===== src/rtl/core/modular_exponentiation_assert.svh =====
// ----------------------------------------------------------------------------
// modular exponentiation assertion macros
// shared property forms for the core's concurrent checks
// ----------------------------------------------------------------------------
`ifndef MODULAR_EXPONENTIATION_ASSERT_SVH
`define MODULAR_EXPONENTIATION_ASSERT_SVH

// same-cycle implication, disabled during reset
`define MEXP_ASSERT_IMP(lbl, clk, rstn, ante, cons) \
    lbl: assert property (@(posedge clk) disable iff (!(rstn)) (ante) |-> (cons)) \
        else $error("implication check failed");

// next-cycle implication, disabled during reset
`define MEXP_ASSERT_NXT(lbl, clk, rstn, ante, cons) \
    lbl: assert property (@(posedge clk) disable iff (!(rstn)) (ante) |=> (cons)) \
        else $error("next-cycle check failed");

`endif


===== src/rtl/core/mexp_pkg.sv =====
// ----------------------------------------------------------------------------
// mexp_pkg
// shared types and constants of the modular exponentiation core
// ----------------------------------------------------------------------------
`default_nettype none

package mexp_pkg;

    localparam int FIELD_W    = 64;
    localparam int CFG_DATA_W = 64;
    localparam int CFG_ADDR_W = 4;

    localparam logic REG_MODULUS  = 1'b0;
    localparam logic REG_EXPONENT = 1'b1;

    typedef enum logic [3:0] {
        OP_NONE,
        OP_LOAD,
        OP_START_ACC,
        OP_START_SQ,
        OP_STEP,
        OP_WB_RES,
        OP_WB_SQ,
        OP_WB_SQ_SHIFT,
        OP_FINISH
    } op_t;

    typedef enum logic [3:0] {
        S_IDLE,
        S_REDUCE,
        S_RED_WB,
        S_BIT,
        S_MUL_RES,
        S_RES_WB,
        S_SQ_START,
        S_MUL_SQ,
        S_SQ_WB
    } state_t;

    typedef struct packed {
        logic mul_last;
        logic exp_bit;
        logic exp_done;
    } stat_t;

endpackage

`default_nettype wire


===== src/rtl/core/mexp_cfg.sv =====
// ----------------------------------------------------------------------------
// mexp_cfg
// apb register bank holding the modulus and exponent
// ----------------------------------------------------------------------------
`default_nettype none

module mexp_cfg
    import mexp_pkg::*;
#(
    parameter int DATA_WIDTH = 64
) (
    input  wire logic                  aclk,
    input  wire logic                  aresetn,
    input  wire logic                  psel,
    input  wire logic                  penable,
    input  wire logic                  pwrite,
    input  wire logic [CFG_ADDR_W-1:0] paddr,
    input  wire logic [CFG_DATA_W-1:0] pwdata,
    output logic      [CFG_DATA_W-1:0] prdata,
    output logic                       pready,
    output logic      [DATA_WIDTH-1:0] modulus,
    output logic      [DATA_WIDTH-1:0] exponent
);

    logic [DATA_WIDTH-1:0] modulus_reg;
    logic [DATA_WIDTH-1:0] exponent_reg;
    logic                  wr_en;
    logic                  reg_sel;

    assign pready  = 1'b1;
    assign wr_en   = psel && penable && pwrite;
    assign reg_sel = paddr[3];

    always_ff @(posedge aclk) begin
        if (!aresetn) begin
            modulus_reg  <= DATA_WIDTH'(1);
            exponent_reg <= '0;
        end else if (wr_en) begin
            case (reg_sel)
                REG_MODULUS:  modulus_reg  <= pwdata[DATA_WIDTH-1:0];
                REG_EXPONENT: exponent_reg <= pwdata[DATA_WIDTH-1:0];
                default: ;
            endcase
        end
    end

    always_comb begin
        case (reg_sel)
            REG_MODULUS:  prdata = CFG_DATA_W'(modulus_reg);
            REG_EXPONENT: prdata = CFG_DATA_W'(exponent_reg);
            default:      prdata = '0;
        endcase
    end

    assign modulus  = modulus_reg;
    assign exponent = exponent_reg;

endmodule

`default_nettype wire


===== src/rtl/core/mexp_ctrl.sv =====
// ----------------------------------------------------------------------------
// mexp_ctrl
// sequencer for reduction, multiply and square passes and the output slot
// ----------------------------------------------------------------------------
`default_nettype none

`include "modular_exponentiation_assert.svh"

module mexp_ctrl
    import mexp_pkg::*;
(
    input  wire logic  aclk,
    input  wire logic  aresetn,
    input  wire logic  s_tvalid,
    output logic       s_tready,
    output logic       m_tvalid,
    input  wire logic  m_tready,
    input  wire stat_t stat,
    output op_t        op
);

    state_t state_reg, state_next;
    logic   m_tvalid_reg, m_tvalid_next;

    always_ff @(posedge aclk) begin
        if (!aresetn) begin
            state_reg    <= S_IDLE;
            m_tvalid_reg <= 1'b0;
        end else begin
            state_reg    <= state_next;
            m_tvalid_reg <= m_tvalid_next;
        end
    end

    always_comb begin
        state_next    = state_reg;
        op            = OP_NONE;
        s_tready      = 1'b0;
        m_tvalid_next = m_tvalid_reg && !m_tready;
        case (state_reg)
            S_IDLE: begin
                s_tready = 1'b1;
                if (s_tvalid) begin
                    op         = OP_LOAD;
                    state_next = S_REDUCE;
                end
            end
            S_REDUCE: begin
                op = OP_STEP;
                if (stat.mul_last) begin
                    state_next = S_RED_WB;
                end
            end
            S_RED_WB: begin
                op         = OP_WB_SQ;
                state_next = S_BIT;
            end
            S_BIT: begin
                if (stat.exp_done) begin
                    if (!m_tvalid_reg || m_tready) begin
                        op            = OP_FINISH;
                        m_tvalid_next = 1'b1;
                        state_next    = S_IDLE;
                    end
                end else if (stat.exp_bit) begin
                    op         = OP_START_ACC;
                    state_next = S_MUL_RES;
                end else begin
                    op         = OP_START_SQ;
                    state_next = S_MUL_SQ;
                end
            end
            S_MUL_RES: begin
                op = OP_STEP;
                if (stat.mul_last) begin
                    state_next = S_RES_WB;
                end
            end
            S_RES_WB: begin
                op         = OP_WB_RES;
                state_next = S_SQ_START;
            end
            S_SQ_START: begin
                op         = OP_START_SQ;
                state_next = S_MUL_SQ;
            end
            S_MUL_SQ: begin
                op = OP_STEP;
                if (stat.mul_last) begin
                    state_next = S_SQ_WB;
                end
            end
            S_SQ_WB: begin
                op         = OP_WB_SQ_SHIFT;
                state_next = S_BIT;
            end
            default: begin
                state_next = S_IDLE;
            end
        endcase
    end

    assign m_tvalid = m_tvalid_reg;

    `MEXP_ASSERT_IMP(a_finish_slot_free, aclk, aresetn, op == OP_FINISH,
        !m_tvalid_reg || m_tready)
    `MEXP_ASSERT_NXT(a_finish_sets_valid, aclk, aresetn, op == OP_FINISH, m_tvalid_reg)

endmodule

`default_nettype wire


===== src/rtl/core/mexp_dp.sv =====
// ----------------------------------------------------------------------------
// mexp_dp
// operand registers and bit-serial interleaved modular multiplier
// ----------------------------------------------------------------------------
`default_nettype none

`include "modular_exponentiation_assert.svh"

module mexp_dp
    import mexp_pkg::*;
#(
    parameter int DATA_WIDTH = 64
) (
    input  wire logic                  aclk,
    input  wire logic                  aresetn,
    input  wire op_t                   op,
    input  wire logic [DATA_WIDTH-1:0] base_value,
    input  wire logic [DATA_WIDTH-1:0] modulus,
    input  wire logic [DATA_WIDTH-1:0] exponent,
    output stat_t                      stat,
    output logic      [DATA_WIDTH-1:0] power_result
);

    localparam int CW = $clog2(DATA_WIDTH);

    logic [DATA_WIDTH-1:0] m_reg;
    logic [DATA_WIDTH-1:0] e_reg;
    logic [DATA_WIDTH-1:0] res_reg;
    logic [DATA_WIDTH-1:0] sq_reg;
    logic [DATA_WIDTH-1:0] p_reg;
    logic [DATA_WIDTH-1:0] x_reg;
    logic [DATA_WIDTH-1:0] y_reg;
    logic [DATA_WIDTH-1:0] out_reg;
    logic [CW-1:0]         cnt_reg;
    logic [DATA_WIDTH-1:0] p_dbl;
    logic [DATA_WIDTH-1:0] p_step;

    function automatic logic [DATA_WIDTH-1:0] add_mod(
        input logic [DATA_WIDTH-1:0] a,
        input logic [DATA_WIDTH-1:0] b,
        input logic [DATA_WIDTH-1:0] m
    );
        logic [DATA_WIDTH:0] s;
        s = {1'b0, a} + {1'b0, b};
        if (s >= {1'b0, m}) begin
            s = s - {1'b0, m};
        end
        return s[DATA_WIDTH-1:0];
    endfunction

    // double, then add y when the multiplier msb is set
    assign p_dbl  = add_mod(p_reg, p_reg, m_reg);
    assign p_step = add_mod(p_dbl, x_reg[DATA_WIDTH-1] ? y_reg : '0, m_reg);

    always_ff @(posedge aclk) begin
        case (op)
            OP_LOAD: begin
                m_reg   <= modulus;
                e_reg   <= exponent;
                x_reg   <= base_value;
                y_reg   <= DATA_WIDTH'(1);
                p_reg   <= '0;
                cnt_reg <= '0;
                res_reg <= (modulus == DATA_WIDTH'(1)) ? '0 : DATA_WIDTH'(1);
            end
            OP_START_ACC: begin
                x_reg   <= res_reg;
                y_reg   <= sq_reg;
                p_reg   <= '0;
                cnt_reg <= '0;
            end
            OP_START_SQ: begin
                x_reg   <= sq_reg;
                y_reg   <= sq_reg;
                p_reg   <= '0;
                cnt_reg <= '0;
            end
            OP_STEP: begin
                p_reg   <= p_step;
                x_reg   <= x_reg << 1;
                cnt_reg <= cnt_reg + CW'(1);
            end
            OP_WB_RES: begin
                res_reg <= p_reg;
            end
            OP_WB_SQ: begin
                sq_reg <= p_reg;
            end
            OP_WB_SQ_SHIFT: begin
                sq_reg <= p_reg;
                e_reg  <= e_reg >> 1;
            end
            OP_FINISH: begin
                out_reg <= (m_reg == '0) ? '0 : res_reg;
            end
            default: ;
        endcase
    end

    assign stat.mul_last = (cnt_reg == CW'(DATA_WIDTH - 1));
    assign stat.exp_bit  = e_reg[0];
    assign stat.exp_done = (e_reg == '0);
    assign power_result  = out_reg;

    `MEXP_ASSERT_NXT(a_step_reduced, aclk, aresetn, (op == OP_STEP) && (m_reg != '0),
        p_reg < m_reg)
    `MEXP_ASSERT_NXT(a_square_reduced, aclk, aresetn,
        (op == OP_WB_SQ_SHIFT) && (m_reg != '0), sq_reg < m_reg)

endmodule

`default_nettype wire


===== src/rtl/core/modular_exponentiation.sv =====
// ----------------------------------------------------------------------------
// modular_exponentiation
// base ^ exponent mod modulus, right-to-left square-and-multiply
// ----------------------------------------------------------------------------
// usage:
//   program modulus (byte address 0) and exponent (byte address 8) over apb
//   while the core is idle; both are cut to DATA_WIDTH bits
//   each item on s_tdata is one base value; one item leaves on m_tdata
//   the base is first reduced, then for each exponent bit up to the
//   highest set one the square is taken, after a multiply when the bit is
//   set, and a finish step ends the item; the passes run on the
//   one-bit-per-cycle shared modular multiplier
//   one item is in work at a time; s_tready is high only when idle
//   the finished item sits in an output register, so a new item is taken
//   while it waits; a stalled receiver holds the core before it finishes
//   reset clears the controller and output valid, modulus to 1, exponent to 0
//   a zero modulus gives 0, a modulus of one gives 0
// ----------------------------------------------------------------------------
`default_nettype none

module modular_exponentiation
    import mexp_pkg::*;
#(
    parameter int DATA_WIDTH = 64
) (
    input  wire logic                  aclk,
    input  wire logic                  aresetn,
    input  wire logic                  s_tvalid,
    output logic                       s_tready,
    input  wire logic [FIELD_W-1:0]    s_tdata,    // base_value
    output logic                       m_tvalid,
    input  wire logic                  m_tready,
    output logic      [FIELD_W-1:0]    m_tdata,    // power_result
    input  wire logic                  psel,
    input  wire logic                  penable,
    input  wire logic                  pwrite,
    input  wire logic [CFG_ADDR_W-1:0] paddr,
    input  wire logic [CFG_DATA_W-1:0] pwdata,
    output logic      [CFG_DATA_W-1:0] prdata,
    output logic                       pready
);

    logic [DATA_WIDTH-1:0] modulus;
    logic [DATA_WIDTH-1:0] exponent;
    logic [DATA_WIDTH-1:0] power_result;
    stat_t                 stat;
    op_t                   op;

    mexp_cfg #(
        .DATA_WIDTH(DATA_WIDTH)
    ) u_cfg (
        .aclk    (aclk),
        .aresetn (aresetn),
        .psel    (psel),
        .penable (penable),
        .pwrite  (pwrite),
        .paddr   (paddr),
        .pwdata  (pwdata),
        .prdata  (prdata),
        .pready  (pready),
        .modulus (modulus),
        .exponent(exponent)
    );

    mexp_ctrl u_ctrl (
        .aclk    (aclk),
        .aresetn (aresetn),
        .s_tvalid(s_tvalid),
        .s_tready(s_tready),
        .m_tvalid(m_tvalid),
        .m_tready(m_tready),
        .stat    (stat),
        .op      (op)
    );

    mexp_dp #(
        .DATA_WIDTH(DATA_WIDTH)
    ) u_dp (
        .aclk        (aclk),
        .aresetn     (aresetn),
        .op          (op),
        .base_value  (s_tdata[DATA_WIDTH-1:0]),
        .modulus     (modulus),
        .exponent    (exponent),
        .stat        (stat),
        .power_result(power_result)
    );

    assign m_tdata = FIELD_W'(power_result);

endmodule

`default_nettype wire


===== config.mk =====
export PLATFORM = sky130hd
export DESIGN_NAME = modular_exponentiation
export DESIGN_NICKNAME = d
export VERILOG_FILES = /design/src/rtl/core/mexp_pkg.sv /design/src/rtl/core/mexp_cfg.sv /design/src/rtl/core/mexp_ctrl.sv /design/src/rtl/core/mexp_dp.sv /design/src/rtl/core/modular_exponentiation.sv
export VERILOG_INCLUDE_DIRS = /design/src /design/src/rtl/core
export SDC_FILE = /design/constraint.sdc
export NUM_CORES = 1
export LEC_CHECK = 0
export BUFFER_PORTS_ARGS = -buffer_cell sky130_fd_sc_hd__buf_4
export CAP_MARGIN = 30
export CORE_MARGIN = 2
export CORE_UTILIZATION = 60
export CTS_CLUSTER_SIZE = 12
export DETAILED_ROUTE_END_ITERATION = 6
export MAX_ROUTING_LAYER = met4
export PLACE_DENSITY = 0.76
export REMOVE_ABC_BUFFERS = 1
export SYNTH_ARGS = -nofsm -noshare
export SYNTH_HDL_FRONTEND = slang
export SYNTH_SLANG_ARGS = --single-unit
export TNS_END_PERCENT = 20

===== constraint.sdc =====
create_clock -name aclk -period 17.7 [get_ports aclk]
set_clock_uncertainty 0.1 [all_clocks]
set_input_delay 0.885 -clock aclk [delete_from_list [all_inputs] [get_ports aclk]]
set_output_delay 0.885 -clock aclk [all_outputs]
set_load 0.01 [all_outputs]

==> impl_metrics.yaml <==
sta:
  setup_tns_ns: 0
  hold_viol: 0
  postLayoutSetupSlackWorst_ns: 6.67
  drv_slew: 0
  period_share_pct: 62.3
  rsz0062_at_grt: "no"
  setup_violations: 0
  fin_crit_ns: 11.03
  hold_slack_ns: 0.364
  relSlewSlack_pct: 31.5
  worst_pin_slew_ns: 1.03
  max_freq_mhz: 90.7
cells_and_area:
  layout.nets: 4468
  fillers: 5151
  drive_gt1_share_pct: 14.2
  areaGrowthSynthToFinish_pct: 12.3
  final_util_pct: 67.8
die:
  start_util_pct: 60.4
  die_y_um: 258
  core_area_um2: 64200
  fp-row-count: 93
  die_x_um: 258
  fp.dieArea_um2: 66700
  ios: 270
synth:
  synthDistinctLibCells: 89
  synth-edff-count: 518
  synth_flop_cell: "edfxtp_1"
  syn_area_um2: 38800
  ys_warn_count: 0
  ys_ff_latch: 651
  ys_seq_area_share_pct: 47.0
  synthArstFlopShare_pct: 0
  synth_cells: 3975
  avgSynthCellArea_um2: 9.76
setup_path:
  r2r_start: "u_dp.p_reg[1]"
  critPathRequiredTime_ns: 17.92
  crit_arrival_ns: 11.26
  crit_start: "u_dp.p_reg[1]"
  reg2reg_slack_ns: 6.67
  reg2reg_depth: 33
  r2r_end: "u_dp.p_reg[4]"
  crit_type: "flop to flop"
  end_kind: "flop"
  critPathMaxFanout: 77
  crit_path_start_kind: "flop"
  crit_path_max_incr_delay_ns: 0.74
  crit_slowest_cell: "o21ai_0"
clocking:
  postCtsSetupBuffers: 0
  cts_resized: 0
  cts.sinks: 651
  numCtsBuffers: 71
  h-tree-depth: 3
  cts_tree: "yes"
  hold_buffers: 0
  clk_pin_slew_ns: 0.07
  cts_root_buf: "clkbuf_16"
  clk_latency_ns: 0.63
  clk_path_buf_depth: 3
global_routing:
  grt_pass1_wl_mm: 175
  first_global_vias: 29736
  grt_usage_pct: 35.0
  antenna_found_initial: 0
  grt_max_degree: 78
  gr-total-overflow: 0
placed_design:
  dp_slack_ns: 7.11
  gp_congestion: 1.02
  portBuffers: 265
  dpl.hpwl_mm: 85.1
routing:
  vias: 31734
  drt_iter0_drc: 3333
  routed_via_density: 6.29
  post-route-drc-count: 0
  post_drt_wl_per_cell_um: 22.8
  drt-pass1-iter-count: 5
  routed_wl_mm: 115
  ant_nets: 0
hold_path:
  min_to: "u_cfg.exponent[0]"
  hp-class: "flop to flop"
  hold_start: "u_cfg.exponent[0]"
  hold_depth: 2
job:
  maxCapViolations: 0
outcome:
  status: "finished clean"
per-stage QoR:
| stage | instances | area [um2] |
|---|---|---|
| final | 5042 | 43600 |
| after global routing | 5040 | 43600 |
| after CTS | 5038 | 43500 |
| after detailed placement | 4913 | 41300 |
| after global placement | 4912 | 41300 |
| after floorplan | 3761 | 37900 |
cells by family (layout without fill, tap and decap cells):
group	after synthesis	in the layout	share of synthesized area (%)
xor+xnor	185	185	4.18
buf+inv	337	547	3.50
compound gates	1030	1030	17.1
other cells	1	3	0.00967
simple gates	1412	1412	17.2
mux	163	163	4.62
flops	651	651	47.0
fa+ha+maj	196	196	6.38
critical path, delay by kind of cell (launching register included):
kind | cells | cell delay [ns]
muxes | 1 | 0.34
adders and majority gates | 3 | 1.24
AOI/OAI and AO/OA | 18 | 4.90
buffers and inverters | 2 | 1.38
and+or+nand+nor | 8 | 1.81
DFF | 1 | 0.51
xor gates and xnor gates | 1 | 0.20
routing by layer:
layer / up-vias / GRT usage, % / wire length, um / share of wire, %
li1: 14841 / - / - / -
met1: 15262 / 50.4 / 50900 / 44
met2: 1470 / 51.5 / 50500 / 44
met3: 161 / 4.24 / 9780 / 8.5
met4: 0 / 11.6 / 3750 / 3.3
met5: - / - / 0 / 0
synthesized netlist by cell type (11+ instances only):
library cell,count,share of area [%]
o21a_1,23,0.45
nor2_1,235,2.3
inv_1,123,1.2
nand3_1,50,0.65
mux2i_1,35,0.90
and2_1,138,2.2
edfxtp_1,518,40
buf_2,15,0.19
dfxtp_1,133,6.9
o21ai_0,137,1.8
xor2_1,78,1.8
nand2b_1,23,0.37
ha_1,193,6.2
nor3_1,25,0.32
mux2_2,128,3.7
a21oi_1,473,6.1
nor2b_1,88,1.4
a21o_1,98,1.9
nand4_1,61,0.98
a211oi_2,12,0.39
or2_2,11,0.18
and3_1,81,1.3
nand2_1,610,5.9
a211oi_1,18,0.35
a31oi_1,19,0.31
o211ai_1,20,0.39
xnor2_1,107,2.4
nor4_1,59,0.95
a221o_1,70,1.8
clkbuf_1,180,1.7
o21bai_1,40,0.77
area by class of cell:
type / count / area [um2] / area share (%)
sequential: 651 / 18200 / 41.8
clock inverter: 17 / 124 / 0.284
tap: 855 / 1070 / 2.45
multi-input combinational: 2987 / 19300 / 44.3
inverter: 123 / 463 / 1.06
antenna: 2 / 5.00 / 0.0115
timing repair buffer: 299 / 2310 / 5.30
clock buffer: 108 / 2080 / 4.78
worst max-delay path by stage:
stage                           end  slack (ns)  cells after the start
CTS                   u_dp.p_reg[3]        7.03                     31
floorplan           u_dp.cnt_reg[0]        2.74                      5
global placement     u_dp.p_reg[10]        7.13                     33
detailed placement    u_dp.p_reg[5]        7.11                     31
global route          u_dp.p_reg[3]        6.32                     34
finish                u_dp.p_reg[4]        6.67                     33
placed cells by master, fill, tap and decap left out, types with 9 or more instances in the layout:
cell type	count
a211oi_1	18
a211oi_2	12
a21o_1	97
a21oi_1	473
a221o_1	70
a31oi_1	19
and2_1	134
and3_1	80
buf_4	295
clkbuf_1	26
clkbuf_16	76
clkinv_2	9
dfxtp_1	133
edfxtp_1	518
ha_1	193
inv_1	121
mux2_2	128
mux2i_1	35
nand2_1	608
nand2b_1	22
nand3_1	50
nand4_1	61
nor2_1	230
nor2b_1	88
nor3_1	24
nor4_1	58
o211ai_1	20
o21a_1	23
o21ai_0	136
o21bai_1	40
o2bb2ai_1	10
o31ai_1	9
or2_2	10
xnor2_1	107
xor2_1	78
Power is not shown: default switching activity piles up to over one toggle a cycle in this logic, so the estimate is an artifact.
